==> config.mk <==
export PLATFORM = sky130hd
export DESIGN_NAME = dct_coefficient_vlc_decoder
export DESIGN_NICKNAME = d
export VERILOG_FILES = /design/src/sv/dcvd_pkg.sv /design/src/sv/dcvd_cfg.sv /design/src/sv/dcvd_lookup.sv /design/src/sv/dct_coefficient_vlc_decoder.sv
export VERILOG_INCLUDE_DIRS = /design/src /design/src/sv
export SDC_FILE = /design/constraint.sdc
export NUM_CORES = 1
export LEC_CHECK = 0
export BUFFER_PORTS_ARGS = -buffer_cell sky130_fd_sc_hd__buf_2
export CORE_ASPECT_RATIO = 0.8
export CORE_MARGIN = 3
export CORE_UTILIZATION = 61
export CTS_BUF_LIST = sky130_fd_sc_hd__clkbuf_4 sky130_fd_sc_hd__clkbuf_8
export DETAILED_ROUTE_END_ITERATION = 8
export PLACE_DENSITY_LB_ADDON = 0.05
export SYNTH_ARGS = -nofsm -noshare
export SYNTH_HDL_FRONTEND = slang
export SYNTH_SLANG_ARGS = --single-unit
==> constraint.sdc <==
create_clock -name clk -period 8.2 [get_ports clk]
set_clock_uncertainty 0.15 [all_clocks]
set_input_delay 0.41 -clock clk [delete_from_list [all_inputs] [get_ports clk]]
set_output_delay 0.41 -clock clk [all_outputs]
set_load 0.01 [all_outputs]
==> src/sv/dct_coefficient_vlc_decoder_defines.svh <==
// Assertion macros shared by the DCT coefficient decoder RTL.
`ifndef DCT_COEFFICIENT_VLC_DECODER_DEFINES_SVH
`define DCT_COEFFICIENT_VLC_DECODER_DEFINES_SVH

// Checked only while the block is out of reset.
`define DCVD_ASSERT(lbl, prop, msg) \
  lbl: assert property (@(posedge clk) disable iff (!rst_n) prop) else $error(msg);

// Checked at every edge, including during reset.
`define DCVD_ASSERT_ALWAYS(lbl, prop, msg) \
  lbl: assert property (@(posedge clk) prop) else $error(msg);

`endif

==> src/sv/dcvd_pkg.sv <==
// Types, status codes and the coefficient code table of the DCT coefficient decoder.
`default_nettype none
package dcvd_pkg;

  typedef enum logic [1:0] {
    ST_PAIR    = 2'd0,
    ST_EOB     = 2'd1,
    ST_SHORT   = 2'd2,
    ST_NOMATCH = 2'd3
  } status_t;

  localparam int VLC_COUNT = 112;
  localparam logic [4:0] LONGEST_CODE = 5'd16;

  typedef struct packed {
    logic [7:0] code;
    logic [4:0] len;
    logic [5:0] run;
    logic [5:0] mag;
    logic       esc;
  } vlc_entry_t;

  typedef struct packed {
    logic       hit;
    logic [4:0] len;
    logic [5:0] run;
    logic [5:0] mag;
    logic       esc;
  } vlc_hit_t;

  localparam vlc_entry_t VLC_TABLE [VLC_COUNT] = '{
    '{8'h03, 5'd2, 6'd0, 6'd1, 1'b0},   '{8'h03, 5'd3, 6'd1, 6'd1, 1'b0},
    '{8'h04, 5'd4, 6'd0, 6'd2, 1'b0},   '{8'h05, 5'd4, 6'd2, 6'd1, 1'b0},
    '{8'h05, 5'd5, 6'd0, 6'd3, 1'b0},   '{8'h07, 5'd5, 6'd3, 6'd1, 1'b0},
    '{8'h06, 5'd5, 6'd4, 6'd1, 1'b0},   '{8'h06, 5'd6, 6'd1, 6'd2, 1'b0},
    '{8'h07, 5'd6, 6'd5, 6'd1, 1'b0},   '{8'h05, 5'd6, 6'd6, 6'd1, 1'b0},
    '{8'h04, 5'd6, 6'd7, 6'd1, 1'b0},   '{8'h01, 5'd6, 6'd0, 6'd0, 1'b1},
    '{8'h06, 5'd7, 6'd0, 6'd4, 1'b0},   '{8'h04, 5'd7, 6'd2, 6'd2, 1'b0},
    '{8'h07, 5'd7, 6'd8, 6'd1, 1'b0},   '{8'h05, 5'd7, 6'd9, 6'd1, 1'b0},
    '{8'h26, 5'd8, 6'd0, 6'd5, 1'b0},   '{8'h21, 5'd8, 6'd0, 6'd6, 1'b0},
    '{8'h25, 5'd8, 6'd1, 6'd3, 1'b0},   '{8'h24, 5'd8, 6'd3, 6'd2, 1'b0},
    '{8'h27, 5'd8, 6'd10, 6'd1, 1'b0},  '{8'h23, 5'd8, 6'd11, 6'd1, 1'b0},
    '{8'h22, 5'd8, 6'd12, 6'd1, 1'b0},  '{8'h20, 5'd8, 6'd13, 6'd1, 1'b0},
    '{8'h0A, 5'd10, 6'd0, 6'd7, 1'b0},  '{8'h0C, 5'd10, 6'd1, 6'd4, 1'b0},
    '{8'h0B, 5'd10, 6'd2, 6'd3, 1'b0},  '{8'h0F, 5'd10, 6'd4, 6'd2, 1'b0},
    '{8'h09, 5'd10, 6'd5, 6'd2, 1'b0},  '{8'h0E, 5'd10, 6'd14, 6'd1, 1'b0},
    '{8'h0D, 5'd10, 6'd15, 6'd1, 1'b0}, '{8'h08, 5'd10, 6'd16, 6'd1, 1'b0},
    '{8'h1D, 5'd12, 6'd0, 6'd8, 1'b0},  '{8'h18, 5'd12, 6'd0, 6'd9, 1'b0},
    '{8'h13, 5'd12, 6'd0, 6'd10, 1'b0}, '{8'h10, 5'd12, 6'd0, 6'd11, 1'b0},
    '{8'h1B, 5'd12, 6'd1, 6'd5, 1'b0},  '{8'h14, 5'd12, 6'd2, 6'd4, 1'b0},
    '{8'h1C, 5'd12, 6'd3, 6'd3, 1'b0},  '{8'h12, 5'd12, 6'd4, 6'd3, 1'b0},
    '{8'h1E, 5'd12, 6'd6, 6'd2, 1'b0},  '{8'h15, 5'd12, 6'd7, 6'd2, 1'b0},
    '{8'h11, 5'd12, 6'd8, 6'd2, 1'b0},  '{8'h1F, 5'd12, 6'd17, 6'd1, 1'b0},
    '{8'h1A, 5'd12, 6'd18, 6'd1, 1'b0}, '{8'h19, 5'd12, 6'd19, 6'd1, 1'b0},
    '{8'h17, 5'd12, 6'd20, 6'd1, 1'b0}, '{8'h16, 5'd12, 6'd21, 6'd1, 1'b0},
    '{8'h1A, 5'd13, 6'd0, 6'd12, 1'b0}, '{8'h19, 5'd13, 6'd0, 6'd13, 1'b0},
    '{8'h18, 5'd13, 6'd0, 6'd14, 1'b0}, '{8'h17, 5'd13, 6'd0, 6'd15, 1'b0},
    '{8'h16, 5'd13, 6'd1, 6'd6, 1'b0},  '{8'h15, 5'd13, 6'd1, 6'd7, 1'b0},
    '{8'h14, 5'd13, 6'd2, 6'd5, 1'b0},  '{8'h13, 5'd13, 6'd3, 6'd4, 1'b0},
    '{8'h12, 5'd13, 6'd5, 6'd3, 1'b0},  '{8'h11, 5'd13, 6'd9, 6'd2, 1'b0},
    '{8'h10, 5'd13, 6'd10, 6'd2, 1'b0}, '{8'h1F, 5'd13, 6'd22, 6'd1, 1'b0},
    '{8'h1E, 5'd13, 6'd23, 6'd1, 1'b0}, '{8'h1D, 5'd13, 6'd24, 6'd1, 1'b0},
    '{8'h1C, 5'd13, 6'd25, 6'd1, 1'b0}, '{8'h1B, 5'd13, 6'd26, 6'd1, 1'b0},
    '{8'h1F, 5'd14, 6'd0, 6'd16, 1'b0}, '{8'h1E, 5'd14, 6'd0, 6'd17, 1'b0},
    '{8'h1D, 5'd14, 6'd0, 6'd18, 1'b0}, '{8'h1C, 5'd14, 6'd0, 6'd19, 1'b0},
    '{8'h1B, 5'd14, 6'd0, 6'd20, 1'b0}, '{8'h1A, 5'd14, 6'd0, 6'd21, 1'b0},
    '{8'h19, 5'd14, 6'd0, 6'd22, 1'b0}, '{8'h18, 5'd14, 6'd0, 6'd23, 1'b0},
    '{8'h17, 5'd14, 6'd0, 6'd24, 1'b0}, '{8'h16, 5'd14, 6'd0, 6'd25, 1'b0},
    '{8'h15, 5'd14, 6'd0, 6'd26, 1'b0}, '{8'h14, 5'd14, 6'd0, 6'd27, 1'b0},
    '{8'h13, 5'd14, 6'd0, 6'd28, 1'b0}, '{8'h12, 5'd14, 6'd0, 6'd29, 1'b0},
    '{8'h11, 5'd14, 6'd0, 6'd30, 1'b0}, '{8'h10, 5'd14, 6'd0, 6'd31, 1'b0},
    '{8'h18, 5'd15, 6'd0, 6'd32, 1'b0}, '{8'h17, 5'd15, 6'd0, 6'd33, 1'b0},
    '{8'h16, 5'd15, 6'd0, 6'd34, 1'b0}, '{8'h15, 5'd15, 6'd0, 6'd35, 1'b0},
    '{8'h14, 5'd15, 6'd0, 6'd36, 1'b0}, '{8'h13, 5'd15, 6'd0, 6'd37, 1'b0},
    '{8'h12, 5'd15, 6'd0, 6'd38, 1'b0}, '{8'h11, 5'd15, 6'd0, 6'd39, 1'b0},
    '{8'h10, 5'd15, 6'd0, 6'd40, 1'b0}, '{8'h1F, 5'd15, 6'd1, 6'd8, 1'b0},
    '{8'h1E, 5'd15, 6'd1, 6'd9, 1'b0},  '{8'h1D, 5'd15, 6'd1, 6'd10, 1'b0},
    '{8'h1C, 5'd15, 6'd1, 6'd11, 1'b0}, '{8'h1B, 5'd15, 6'd1, 6'd12, 1'b0},
    '{8'h1A, 5'd15, 6'd1, 6'd13, 1'b0}, '{8'h19, 5'd15, 6'd1, 6'd14, 1'b0},
    '{8'h13, 5'd16, 6'd1, 6'd15, 1'b0}, '{8'h12, 5'd16, 6'd1, 6'd16, 1'b0},
    '{8'h11, 5'd16, 6'd1, 6'd17, 1'b0}, '{8'h10, 5'd16, 6'd1, 6'd18, 1'b0},
    '{8'h14, 5'd16, 6'd6, 6'd3, 1'b0},  '{8'h1A, 5'd16, 6'd11, 6'd2, 1'b0},
    '{8'h19, 5'd16, 6'd12, 6'd2, 1'b0}, '{8'h18, 5'd16, 6'd13, 6'd2, 1'b0},
    '{8'h17, 5'd16, 6'd14, 6'd2, 1'b0}, '{8'h16, 5'd16, 6'd15, 6'd2, 1'b0},
    '{8'h15, 5'd16, 6'd16, 6'd2, 1'b0}, '{8'h1F, 5'd16, 6'd27, 6'd1, 1'b0},
    '{8'h1E, 5'd16, 6'd28, 6'd1, 1'b0}, '{8'h1D, 5'd16, 6'd29, 6'd1, 1'b0},
    '{8'h1C, 5'd16, 6'd30, 6'd1, 1'b0}, '{8'h1B, 5'd16, 6'd31, 6'd1, 1'b0}
  };

endpackage
`default_nettype wire

==> src/sv/dcvd_cfg.sv <==
// Configuration register file holding the escape level mode.
`default_nettype none
module dcvd_cfg (
  input  wire logic        clk,
  input  wire logic        rst_n,
  input  wire logic        psel,
  input  wire logic        penable,
  input  wire logic        pwrite,
  input  wire logic [1:0]  paddr,
  input  wire logic [31:0] pwdata,
  output logic [31:0]      prdata,
  output logic             pready,
  output logic             mpeg2_mode
);
  import dcvd_pkg::*;

  logic mpeg2_mode_r;
  logic mpeg2_mode_nxt;
  logic wr_en;

  // The single register occupies the whole word, so every byte offset selects it.
  assign wr_en = psel && penable && pwrite && pready;

  always_comb begin
    mpeg2_mode_nxt = mpeg2_mode_r;
    if (wr_en) begin
      mpeg2_mode_nxt = pwdata[0];
    end
  end

  always_ff @(posedge clk) begin
    if (!rst_n) begin
      mpeg2_mode_r <= 1'b1;
    end else begin
      mpeg2_mode_r <= mpeg2_mode_nxt;
    end
  end

  assign pready     = 1'b1;
  assign prdata     = (paddr[1:0] == 2'b00) ? {31'd0, mpeg2_mode_r} : {31'd0, mpeg2_mode_r};
  assign mpeg2_mode = mpeg2_mode_r;

endmodule
`default_nettype wire

==> src/sv/dcvd_lookup.sv <==
// Parallel prefix match of the leading window bits against the coefficient code table.
`default_nettype none
module dcvd_lookup (
  input  wire logic [15:0] prefix,
  output dcvd_pkg::vlc_hit_t match
);
  import dcvd_pkg::*;

  // The table is a prefix code, so at most one entry matches and the fields can be ORed.
  always_comb begin
    match = '0;
    for (int k = 0; k < VLC_COUNT; k++) begin
      if ((prefix >> (LONGEST_CODE - VLC_TABLE[k].len)) == {8'h00, VLC_TABLE[k].code}) begin
        match.hit = 1'b1;
        match.len = match.len | VLC_TABLE[k].len;
        match.run = match.run | VLC_TABLE[k].run;
        match.mag = match.mag | VLC_TABLE[k].mag;
        match.esc = match.esc | VLC_TABLE[k].esc;
      end
    end
  end

endmodule
`default_nettype wire

==> src/sv/dct_coefficient_vlc_decoder.sv <==
// Top level of the DCT coefficient VLC decoder: request register, decode and result register.
// An accepted request is held in the request register, and its result is shown with
// out_valid from the result register. Requests are taken only while busy is low.
// Throughput: one request per cycle; the code table match sits between the two registers.
// Reset: synchronous, active low; busy is high while in reset, the result strobe is
// cleared and mpeg2_mode returns to 1. The receiver cannot stall results.
`default_nettype none
module dct_coefficient_vlc_decoder (
  input  wire logic        clk,
  input  wire logic        rst_n,
  input  wire logic        start,
  output logic             busy,
  input  wire logic [31:0] in_bit_window,
  input  wire logic [5:0]  in_bits_valid,
  input  wire logic        in_first_coefficient,
  output logic             out_valid,
  output logic [1:0]       out_status,
  output logic [5:0]       out_run,
  output logic signed [11:0] out_level,
  output logic [4:0]       out_bits_used,
  input  wire logic        psel,
  input  wire logic        penable,
  input  wire logic        pwrite,
  input  wire logic [1:0]  paddr,
  input  wire logic [31:0] pwdata,
  output logic [31:0]      prdata,
  output logic             pready
);
  import dcvd_pkg::*;
  `include "dct_coefficient_vlc_decoder_defines.svh"

  logic        busy_r;
  logic        req_valid_r;
  logic [31:0] window_r;
  logic [5:0]  bits_valid_r;
  logic        first_r;

  logic              res_valid_r;
  status_t           status_r;
  logic [5:0]        run_r;
  logic [11:0]       level_r;
  logic [4:0]        used_r;

  status_t     status_nxt;
  logic [5:0]  run_nxt;
  logic [11:0] level_nxt;
  logic [4:0]  used_nxt;

  logic        mpeg2_mode;
  vlc_hit_t    match;
  logic [5:0]  avail;
  logic [5:0]  code_len;
  logic        sign_bit;
  logic [7:0]  esc_b;
  logic [7:0]  esc_b2;
  logic        accept;

  dcvd_cfg u_cfg (
    .clk        (clk),
    .rst_n      (rst_n),
    .psel       (psel),
    .penable    (penable),
    .pwrite     (pwrite),
    .paddr      (paddr),
    .pwdata     (pwdata),
    .prdata     (prdata),
    .pready     (pready),
    .mpeg2_mode (mpeg2_mode)
  );

  dcvd_lookup u_lookup (
    .prefix (window_r[31:16]),
    .match  (match)
  );

  assign accept = start && !busy_r;

  always_ff @(posedge clk) begin
    if (!rst_n) begin
      busy_r      <= 1'b1;
      req_valid_r <= 1'b0;
      res_valid_r <= 1'b0;
    end else begin
      busy_r      <= 1'b0;
      req_valid_r <= accept;
      res_valid_r <= req_valid_r;
    end
  end

  always_ff @(posedge clk) begin
    if (accept) begin
      window_r     <= in_bit_window;
      bits_valid_r <= in_bits_valid;
      first_r      <= in_first_coefficient;
    end
    if (req_valid_r) begin
      status_r <= status_nxt;
      run_r    <= run_nxt;
      level_r  <= level_nxt;
      used_r   <= used_nxt;
    end
  end

  assign avail    = (bits_valid_r > 6'd32) ? 6'd32 : bits_valid_r;
  assign code_len = {1'b0, match.len};
  assign sign_bit = window_r[5'd31 - match.len];
  assign esc_b    = window_r[19:12];
  assign esc_b2   = window_r[11:4];

  always_comb begin
    status_nxt = ST_SHORT;
    run_nxt    = 6'd0;
    level_nxt  = 12'd0;
    used_nxt   = 5'd0;
    if (avail == 6'd0) begin
      status_nxt = ST_SHORT;
    end else if (first_r && window_r[31]) begin
      if (avail >= 6'd2) begin
        status_nxt = ST_PAIR;
        level_nxt  = window_r[30] ? 12'hFFF : 12'h001;
        used_nxt   = 5'd2;
      end
    end else if (!first_r && (avail < 6'd2)) begin
      status_nxt = ST_SHORT;
    end else if (!first_r && (window_r[31:30] == 2'b10)) begin
      status_nxt = ST_EOB;
      used_nxt   = 5'd2;
    end else if (!match.hit) begin
      status_nxt = (avail < 6'd16) ? ST_SHORT : ST_NOMATCH;
    end else if (code_len > avail) begin
      status_nxt = ST_SHORT;
    end else if (!match.esc) begin
      if ((code_len + 6'd1) <= avail) begin
        status_nxt = ST_PAIR;
        run_nxt    = match.run;
        level_nxt  = sign_bit ? (12'd0 - {6'd0, match.mag}) : {6'd0, match.mag};
        used_nxt   = match.len + 5'd1;
      end
    end else if (mpeg2_mode) begin
      // Escape: six-bit run, then a 12-bit two's complement level.
      if (avail >= 6'd24) begin
        status_nxt = ST_PAIR;
        run_nxt    = window_r[25:20];
        level_nxt  = window_r[19:8];
        used_nxt   = 5'd24;
      end
    end else begin
      // Escape in the older form: an 8-bit level, or a marker byte and a second byte.
      if ((esc_b == 8'h00) || (esc_b == 8'h80)) begin
        if (avail >= 6'd28) begin
          status_nxt = ST_PAIR;
          run_nxt    = window_r[25:20];
          level_nxt  = {{4{esc_b[7]}}, esc_b2};
          used_nxt   = 5'd28;
        end
      end else if (avail >= 6'd20) begin
        status_nxt = ST_PAIR;
        run_nxt    = window_r[25:20];
        level_nxt  = {{4{esc_b[7]}}, esc_b};
        used_nxt   = 5'd20;
      end
    end
  end

  assign busy          = busy_r;
  assign out_valid     = res_valid_r;
  assign out_status    = status_r;
  assign out_run       = run_r;
  assign out_level     = level_r;
  assign out_bits_used = used_r;

  `DCVD_ASSERT(a_result_follows_request, accept |-> ##2 out_valid, "request lost in pipeline")
  `DCVD_ASSERT(a_unused_fields_zero, out_valid && (out_status == ST_SHORT || out_status == ST_NOMATCH) |-> (out_bits_used == 5'd0) && (out_run == 6'd0) && (out_level == 12'd0), "fields not cleared on failure")
  `DCVD_ASSERT(a_eob_two_bits, out_valid && (out_status == ST_EOB) |-> (out_bits_used == 5'd2) && (out_level == 12'd0), "bad end of block result")
  `DCVD_ASSERT_ALWAYS(a_reset_clears, !rst_n |=> !out_valid && busy, "reset did not clear control")

endmodule
`default_nettype wire
==> results.json, run 1 <==
{
  "cts_root_buf": "clkbuf_8",
  "diodes": 0,
  "dieArea_um2": 11100,
  "yosys_warnings": 0,
  "grtUsageTotal_pct": 36.1,
  "crit_required_ns": 8.17,
  "outcome": "complete, no violations",
  "wl_per_cell_um": 23.3,
  "yosysMostFrequentCell": "edfxtp_1",
  "drtAntennaViolNets": 0,
  "port_buffers": 69,
  "maxSlewViolCount": 0,
  "clkSinkCount": 64,
  "fmax_mhz": 173,
  "critPathSlowestCell": "edfxtp_1",
  "pwr_density_cell_nw_per_um2": 127,
  "seqPwrFrac_pct": 48.0,
  "p_switching_mw": 0.260,
  "yosys.area.top_type": "edfxtp_1",
  "start_util_pct": 64.3,
  "switching_share_pct": 32.1,
  "path_buf_inv": 0,
  "synthTopCellsByCount": "edfxtp_1, nor2_1, nand2_1, a21oi_1, buf_4",
  "fin_cells": 857,
  "synthTopCellsByArea": "edfxtp_1, buf_4, a21oi_1",
  "syn_inst": 700,
  "clock_path_buffers": 2,
  "setup-violations-final": 0,
  "p_int_mw": 0.548,
  "fp.coreArea_um2": 9310,
  "hpwlAfterDp_mm": 14.1,
  "async_flop_share_pct": 0,
  "layout_min_cycle_time_ns": 5.79,
  "yosys-mux-area-fraction_pct": 2.42,
  "dr.pass1.iters": 6,
  "dieHeight_um": 94.6,
  "vias_per_cell": 7.30,
  "grt_pass1_vias": 5489,
  "max_slew_margin_pct": 19.3,
  "hold_viol": 0,
  "tritoncts": "done",
  "clk-insertion-delay-late_ns": 0.37,
  "path_delay_family": "simple AND/OR/NAND/NOR gates",
  "setup_tns_ns": 0,
  "area_growth_pct": 6.56,
  "critPathKind": "reg -> reg",
  "cp-end-kind": "flip-flop",
  "path_cells": "nor2_1, nand3_1, o31ai_1, nor4_1, and4_1, nand2_1, a31o_2, ha_1, o21ai_0, a21oi_1, o32a_1, nor2_1, nand2_1, o311ai_0",
  "avgSynthCellArea_um2": 8.56,
  "min_path_type": "in -> reg",
  "synth_top_area_share_pct": 30.1,
  "nets": 829,
  "antenna_found_initial": 1,
  "cap_violations": 0,
  "drt_iter0_markers": 992,
  "start_kind": "flip-flop",
  "worstPathArrival_ns": 5.76,
  "wl_mm": 20.0,
  "ys_seq_area_share_pct": 31.4,
  "p_clk_share_pct": 31.1,
  "synth_area_um2": 5990,
  "fin_crit_sh_pct": 70.6,
  "grt-ovfl-total": 0,
  "cts_hold_buf": 0,
  "ir_drop_mv": 0.133,
  "synth_compound_gate_area_share_pct": 25.0,
  "grt_pass1_wl_mm": 30.3,
  "via_count": 6254,
  "max_stage_delay_ns": 0.97,
  "synthAdderAreaFrac_pct": 2.72,
  "ctsHtreeMaxLevel": 3,
  "yosys.area_share.simple_pct": 27.3,
  "post_cts_buffers": 0,
  "rsz0062_at_grt": "no",
  "synth_top_family_by_area": "simple AND/OR/NAND/NOR gates",
  "cts_buffers": 9,
  "synth-xor-area-share_pct": 1.61,
  "globalplace.congestion": 1.10,
  "synthFlopType": "edfxtp_1",
  "p_comb_share_pct": 21.0,
  "path_clk_slew_ns": 0.08,
  "ys_types": 91,
  "drc": 0,
  "io_pins": 139,
  "die_x_um": 117,
  "synth_edf_count": 60,
  "row_count": 31,
  "worstMarginPinSlew_ns": 1.21,
  "p_leak_nw": 2.35,
  "drive_gt1_share_pct": 18.5,
  "crit_fanout": 19,
  "cts_resized": 0,
  "dp.cells": 841,
  "synth_seq_cells": 64,
  "grt_max_degree": 50
}
-- worst paths after layout --
check | end | slack, ns | start | depth (start not counted)
setup reg to reg | out_level[11]$_SDFFCE_PP0P_ | 2.41 | window_r[27]$_DFFE_PP_ | 14
hold reg to reg | u_cfg.mpeg2_mode$_SDFFE_PN1P_ | 0.51 | u_cfg.mpeg2_mode$_SDFFE_PN1P_ | 2
hold / removal | window_r[23]$_DFFE_PP_ | 0.06 | in_bit_window[23] | 1
setup / recovery | out_level[11]$_SDFFCE_PP0P_ | 2.41 | window_r[27]$_DFFE_PP_ | 14
-- logic make-up after synthesis --
family / count (synthesis)
other cells: 2
compound gates: 213
flops: 64
xor+xnor: 11
buf+inv: 103
fa+ha+maj: 13
simple gates: 281
mux: 13
-- placed cells by master, fill, tap and decap left out, types with 5 or more instances in the layout --
master and count:
a32oi_1 6, ha_1 13, or4_1 5, o21ai_0 31
inv_1 15, a22o_1 5, edfxtp_1 60, a22oi_1 10
o22ai_1 7, nand2b_1 11, xnor2_1 6, nor3_1 19
a31oi_1 14, and3_1 9, or3_1 10, mux2i_1 10
nand3_1 22, or2_2 5, nor2_1 58, a21oi_1 49
o21ai_1 8, and2_1 8, buf_4 12, o21a_1 8
xor2_1 5, o31ai_1 5, nor3b_1 6, nand2_1 53
nand4_1 7, clkbuf_8 10, o32ai_1 5, a211oi_1 10
nor2b_1 14, conb_1 33, buf_2 69, nand3b_1 5
nor4_1 12
-- flip-flops by register name, summed over array words and instances, names as in the netlist --
register          cells
window_r             28
out_level            12
bits_valid_r          6
out_run               6
out_bits_used         5
out_status            2
busy                  1
first_r               1
out_valid             1
req_valid_r           1
u_cfg.mpeg2_mode      1
-- stage by stage --
stage	util (%)	power (mW)	setup WS, ns	hold slack, ns	cell area, µm²
3_5_place_dp	66.6	0.553	2.82	0.438	6200
2_1_floorplan	-	0.517	4.22	0.317	6110
5_1_grt	68.6	0.835	2.21	0.0585	6380
3_3_place_gp	66.6	0.548	3.03	0.436	6200
4_1_cts	68.6	0.801	2.77	0.0572	6380
6_report	68.6	0.808	2.41	0.0629	6380
-- routing by layer --
layer	up-vias	track usage (%)	wire length, µm
met1	2852	50.8	7640
met2	610	49.5	8030
met4	2	13.7	803
met3	100	14.3	3490
met5	-	0	22
li1	2690	-	-
-- power by group through the flow --
stage | registers, mW | logic [mW] | clock network [mW]
after floorplan | 0.388 | 0.129 | 0
after global routing | 0.389 | 0.181 | 0.265
after detailed placement | 0.394 | 0.160 | 0
after CTS | 0.387 | 0.161 | 0.254
final | 0.388 | 0.169 | 0.251
after global placement | 0.393 | 0.156 | 0
-- worst register-to-register path: stages (launching register included) --
cell and delay [ns]:
edfxtp_1 0.97, nor2_1 0.39, nand3_1 0.41, o31ai_1 0.20, nor4_1 0.41, and4_1 0.38, nand2_1 0.16, a31o_2 0.29
ha_1 0.31, o21ai_0 0.16, a21oi_1 0.08, o32a_1 0.28, nor2_1 0.64, nand2_1 0.25, o311ai_0 0.46
-- cell type report --
cell class | count | area (µm²)
Clock buffer | 10 | 138
Clock inverter | 6 | 45.0
Fill cell | 726 | 2930
Inverter | 17 | 66.3
Multi-Input combinational cell | 564 | 3670
Sequential cell | 64 | 1880
Tap cell | 115 | 144
Timing Repair Buffer | 81 | 435
Note: power is estimated with default switching activity, not from simulation.
==> inputs of run 2 (changes only) <==
--- a/config.mk
+++ b/config.mk
@@ -9,7 +9,7 @@
 export BUFFER_PORTS_ARGS = -buffer_cell sky130_fd_sc_hd__buf_2
 export CORE_ASPECT_RATIO = 0.8
 export CORE_MARGIN = 3
-export CORE_UTILIZATION = 61
+export CORE_UTILIZATION = 51
 export CTS_BUF_LIST = sky130_fd_sc_hd__clkbuf_4 sky130_fd_sc_hd__clkbuf_8
 export DETAILED_ROUTE_END_ITERATION = 8
 export PLACE_DENSITY_LB_ADDON = 0.05
==> constraint.sdc (replaced) <==
create_clock -name clk -period 4.66 [get_ports clk]
set_clock_uncertainty 0.15 [all_clocks]
set_input_delay 0.233 -clock clk [delete_from_list [all_inputs] [get_ports clk]]
set_output_delay 0.233 -clock clk [all_outputs]
set_load 0.01 [all_outputs]
==> run 2 against run 1 <==
Against the previous run:
- critical path type unchanged
- combinational power rose by 120%
- setup slack got worse by 2.3 ns
- via count rose by 8.7%
- die area grew 18%
- first-iteration DRC count grew 30%
==> results.json, run 2 (synthesis results as in run 1) <==
{
  "outcome": "complete, no violations",
  "p_leak_nw": 2.92,
  "drtAntennaViolNets": 0,
  "largest_reg_flops": 28,
  "fp.coreArea_um2": 11100,
  "area_growth_pct": 24.5,
  "die_x_um": 127,
  "final_cell_mix": "buf_4, buf_2, edfxtp_1",
  "layout_min_cycle_time_ns": 4.54,
  "wl_mm": 24.2,
  "ir_drop_mv": 0.204,
  "diodes": 0,
  "grt_max_degree": 37,
  "nets": 942,
  "crit_required_ns": 4.64,
  "timing.final.ws_setup_ns": 0.125,
  "tritoncts": "done",
  "place_area_um2": 6820,
  "place_ws_ns": 0.282,
  "clock_path_buffers": 2,
  "antenna_found_initial": 0,
  "drc": 0,
  "max_slew_margin_pct": 18.9,
  "dieHeight_um": 103,
  "dr.pass1.iters": 7,
  "start_kind": "flip-flop",
  "fmax_mhz": 220,
  "row_count": 34,
  "final_common_cell": "buf_4",
  "min_path_type": "in -> reg",
  "worstMarginPinSlew_ns": 1.22,
  "via_count": 6795,
  "setup-violations-final": 0,
  "hold_viol": 0,
  "setup_tns_ns": 0,
  "dieArea_um2": 13100,
  "pwr_density_cell_nw_per_um2": 218,
  "rsz0062_at_grt": "no",
  "cp-end-kind": "flip-flop",
  "clk-insertion-delay-late_ns": 0.37,
  "wl_per_cell_um": 24.2,
  "clkSinkCount": 64,
  "critPathKind": "reg -> reg",
  "whs_ns": 0.297,
  "grt-ovfl-total": 0,
  "drt_iter0_markers": 1289,
  "globalplace.congestion": 1.05,
  "hpwlAfterDp_mm": 17.8,
  "cts_root_buf": "clkbuf_8",
  "ctsHtreeMaxLevel": 3,
  "io_pins": 139,
  "grtUsageTotal_pct": 36.9,
  "grt_pass1_vias": 6251,
  "cap_violations": 0,
  "maxSlewViolCount": 0,
  "vias_per_cell": 6.80,
  "worstPathArrival_ns": 4.52,
  "grt_pass1_wl_mm": 36.6,
  "drive_gt1_share_pct": 25.0,
  "final_area_um2": 7460,
  "path_clk_slew_ns": 0.09,
  "crit_fanout": 10,
  "cts_buffers": 9,
  "start_util_pct": 53.7,
  "fin_crit_sh_pct": 97.3,
  "port_buffers": 69,
  "largest_register": "window_r"
}
## run 2: report_power, final
part / internal (mW) / switching (mW)
Clock: 0.319 / 0.246
Combinational: 0.157 / 0.222
Sequential: 0.655 / 0.0243
Total: 1.13 / 0.492
## run 2: routing by layer
metal | global-route usage (%) | vias up | share of wire [%] | routed length [µm]
li1 | - | 2922 | - | -
met1 | 50.2 | 3158 | 39 | 9380
met2 | 54.1 | 629 | 42 | 10100
met3 | 14.0 | 84 | 16 | 3870
met4 | 11.7 | 2 | 3.2 | 785
met5 | 3.68 | - | 0.26 | 62
## run 2: final timing paths
kind,from,end,slack [ns],cells after the start
setup / recovery,window_r[19]$_DFFE_PP_,out_level[11]$_SDFFCE_PP0P_,0.12,14
hold reg to reg,window_r[10]$_DFFE_PP_,out_level[6]$_SDFFCE_PP0P_,0.51,2
setup reg to reg,window_r[19]$_DFFE_PP_,out_level[11]$_SDFFCE_PP0P_,0.12,14
hold / removal,start,window_r[15]$_DFFE_PP_,0.30,2
## run 2: layout make-up
| class | count | area (µm²) |
|---|---|---|
| fillers | 884 | 3690 |
| multi-input cells | 564 | 3690 |
| flip-flops and latches | 64 | 1880 |
| repair buffers | 194 | 1410 |
| well taps | 144 | 180 |
| clock buffers | 10 | 138 |
| clock inverters | 6 | 90.1 |
| inverters | 17 | 66.3 |
## run 2: worst max-delay path, stage by stage, from the launching register on
cell and delay, ns:
edfxtp_1 0.58, buf_4 0.24, or4_1 0.57, a32oi_2 0.36, o211ai_4 0.12, ha_1 0.35
ha_1 0.32, nor2b_1 0.14, o21a_1 0.15, o21ai_0 0.18, a21oi_1 0.11, o32a_1 0.26
nor2_1 0.24, nand2_1 0.11, o311ai_0 0.41
## run 2: repair_timing
item,4_1_cts,5_1_grt
hold buffers,37,0
setup buffers,0,3
setup endpoints to repair,0,13
gates resized for setup,0,2
endpoints found under the hold margin,39,0
## run 2: stage by stage
stage               instances  power, mW  utilization [%]
floorplan                 731      0.909                -
global route              999       1.67             66.9
global placement          943       1.02             61.2
detailed placement        943       1.02             61.2
finish                    999       1.62             66.9
CTS                       996       1.60             66.6
==> inputs of run 3 (changes only) <==
--- a/config.mk
+++ b/config.mk
@@ -9,7 +9,7 @@
 export BUFFER_PORTS_ARGS = -buffer_cell sky130_fd_sc_hd__buf_2
 export CORE_ASPECT_RATIO = 0.8
 export CORE_MARGIN = 3
-export CORE_UTILIZATION = 51
+export CORE_UTILIZATION = 61
 export CTS_BUF_LIST = sky130_fd_sc_hd__clkbuf_4 sky130_fd_sc_hd__clkbuf_8
 export DETAILED_ROUTE_END_ITERATION = 8
 export PLACE_DENSITY_LB_ADDON = 0.05
==> constraint.sdc (replaced) <==
create_clock -name clk -period 5.26 [get_ports clk]
set_clock_uncertainty 0.15 [all_clocks]
set_input_delay 0.263 -clock clk [delete_from_list [all_inputs] [get_ports clk]]
set_output_delay 0.263 -clock clk [all_outputs]
set_load 0.01 [all_outputs]
==> run 3 against run 2 <==
Against the previous run:
- maximum frequency is 13% lower
- combinational power is 16% lower
- flip-flop and latch count stayed put
- setup slack worse by 0.077 ns
- worst hold slack worse by 0.18 ns
- register-to-register slack worse by 0.08 ns
- critical path type unchanged
- routed wire length is 4.9% lower
- the flow now finishes with violations (design-rule violations)
- count of clock-buffer cells in the layout stayed put
- via count hardly changed
- final area is 6.2% lower
- power is 19% lower
==> results.json, run 3 (synthesis results as in run 1) <==
{
  "dr.pass1.iters": 9,
  "grtUsageMet3_pct": 17.8,
  "area_growth_pct": 16.8,
  "grt_pass1_vias": 6383,
  "start_kind": "flip-flop",
  "rsz0062_at_grt": "no",
  "wl_mm": 23.0,
  "nets": 897,
  "final_area_um2": 7000,
  "cts_buffers": 9,
  "worstPathArrival_ns": 5.16,
  "critPathSlowestCell": "nor3b_1",
  "dp.cells": 872,
  "cp-end-kind": "flip-flop",
  "cap_violations": 0,
  "setup_tns_ns": 0,
  "worstMarginPinSlew_ns": 1.26,
  "fin_crit_sh_pct": 99.1,
  "use_met1_pct": 56.2,
  "ir_drop_mv": 0.211,
  "wl_per_cell_um": 24.8,
  "largest_register": "window_r",
  "critPathLaunch": "window_r[25]$_DFFE_PP_",
  "io_pins": 139,
  "start_util_pct": 64.3,
  "path_delay_family": "simple AND/OR/NAND/NOR gates",
  "tritoncts": "done",
  "crit_fanout": 11,
  "crit_top_cell": "nor2_1",
  "place_area_um2": 6440,
  "die_x_um": 117,
  "final_common_cell": "buf_2",
  "drt_iter0_markers": 1398,
  "row_count": 31,
  "outcome": "complete, but fails checks",
  "critPathKind": "reg -> reg",
  "largest_reg_flops": 28,
  "final_cell_mix": "buf_2, edfxtp_1, nor2_1",
  "setup-violations-final": 0,
  "fp.coreArea_um2": 9310,
  "drc": 29,
  "max_stage_delay_ns": 1.06,
  "pwr_density_cell_nw_per_um2": 189,
  "via_count": 6799,
  "violations": "design-rule violations",
  "fmax_mhz": 192,
  "min_path_type": "in -> reg",
  "r2r-end": "out_bits_used[4]$_SDFFCE_PP0P_",
  "ctsHtreeMaxLevel": 3,
  "whs_ns": 0.118,
  "path_buf_inv": 1,
  "layout_min_cycle_time_ns": 5.21,
  "clk-insertion-delay-late_ns": 0.36,
  "clock_path_buffers": 2,
  "diodes": 0,
  "crit_required_ns": 5.21,
  "r2r-start": "window_r[25]$_DFFE_PP_",
  "drive_gt1_share_pct": 20.7,
  "rrSetupSlack_ns": 0.05,
  "grt_max_degree": 37,
  "dieHeight_um": 94.6,
  "hold_viol": 0,
  "p_leak_nw": 2.66,
  "antenna_found_initial": 0,
  "totalPowerFinal_mw": 1.32,
  "drtAntennaViolNets": 0,
  "fin_cells": 925,
  "path_clk_slew_ns": 0.09,
  "top_usage_layer": "met2",
  "endpoint": "out_bits_used[4]$_SDFFCE_PP0P_",
  "path_cells": "nor3b_1, nand3_1, o22ai_1, a211oi_1, and4_1, nand2_1, a31oi_1, nor2_1, ha_1, o21ai_0, a21oi_1, o32a_1, nor2_1, buf_4, a21oi_1, nor2_1",
  "use_met2_pct": 58.3,
  "max_slew_margin_pct": 15.8,
  "grtUsageTotal_pct": 41.9,
  "maxSlewViolCount": 0,
  "clkSinkCount": 64,
  "min-delay-start": "penable",
  "globalplace.congestion": 1.16,
  "grt_pass1_wl_mm": 35.0,
  "cts_root_buf": "clkbuf_8",
  "vias_per_cell": 7.35,
  "hpwlAfterDp_mm": 15.5,
  "path_depth": 16,
  "rr_worst_depth": 16,
  "port_buffers": 69,
  "dieArea_um2": 11100,
  "grt-ovfl-total": 0
}
==> run 3: cell count changes in the layout (fill, tap and decap cells not counted), sizes merged <==
cell / change
bufinv: -2
clkinv: +2
inv: -2
buf: -45
clkinvlp: +2
==> run 3: through the flow <==
step	setup slack [ns]	utilization [%]
2_1_floorplan	1.28	-
3_3_place_gp	0.537	69.2
3_5_place_dp	0.587	69.2
4_1_cts	0.533	75.2
5_1_grt	0.117	75.2
6_report	0.0479	75.2
==> run 3: area by class of cell <==
class	instances	area [µm²]
clock buffer	10	138
tap	115	144
multi-input combinational	564	3670
sequential	64	1880
timing repair buffer	149	1050
clock inverter	6	45.0
inverter	17	66.3
fill	622	2310
==> run 3: how the worst min path moves through the flow <==
stage	depth (start not counted)	end
CTS	4	u_cfg.mpeg2_mode$_SDFFE_PN1P_
detailed placement	1	bits_valid_r[5]$_DFFE_PP_
finish	4	u_cfg.mpeg2_mode$_SDFFE_PN1P_
global placement	1	window_r[17]$_DFFE_PP_
floorplan	1	busy$_DFF_P_
global route	4	u_cfg.mpeg2_mode$_SDFFE_PN1P_
==> run 3: power breakdown <==
group          total (mW)  switching, mW  internal (mW)
sequential          0.606         0.0257          0.580
clock               0.399          0.215          0.184
combinational       0.316          0.193          0.123
total                1.32          0.434          0.887
==> run 3: what timing repair did <==
item | in CTS | in global routing
gates resized for setup | 0 | 0
hold buffers | 37 | 0
hold endpoints to repair | 37 | 0
setup buffers | 0 | 0
endpoints found under the setup margin | 0 | 0
==> run 3: per-layer routing <==
metal	part of all wire (%)	wire length [µm]
met1	37	8470
met2	40	9240
met3	17	3890
met4	6.0	1380
met5	0	0
==> run 3: tightest hold or removal path, stage by stage <==
cell	delay, ns
buf_2	0.10
nand3_1	0.08
mux2i_1	0.07
nand2_1	0.08
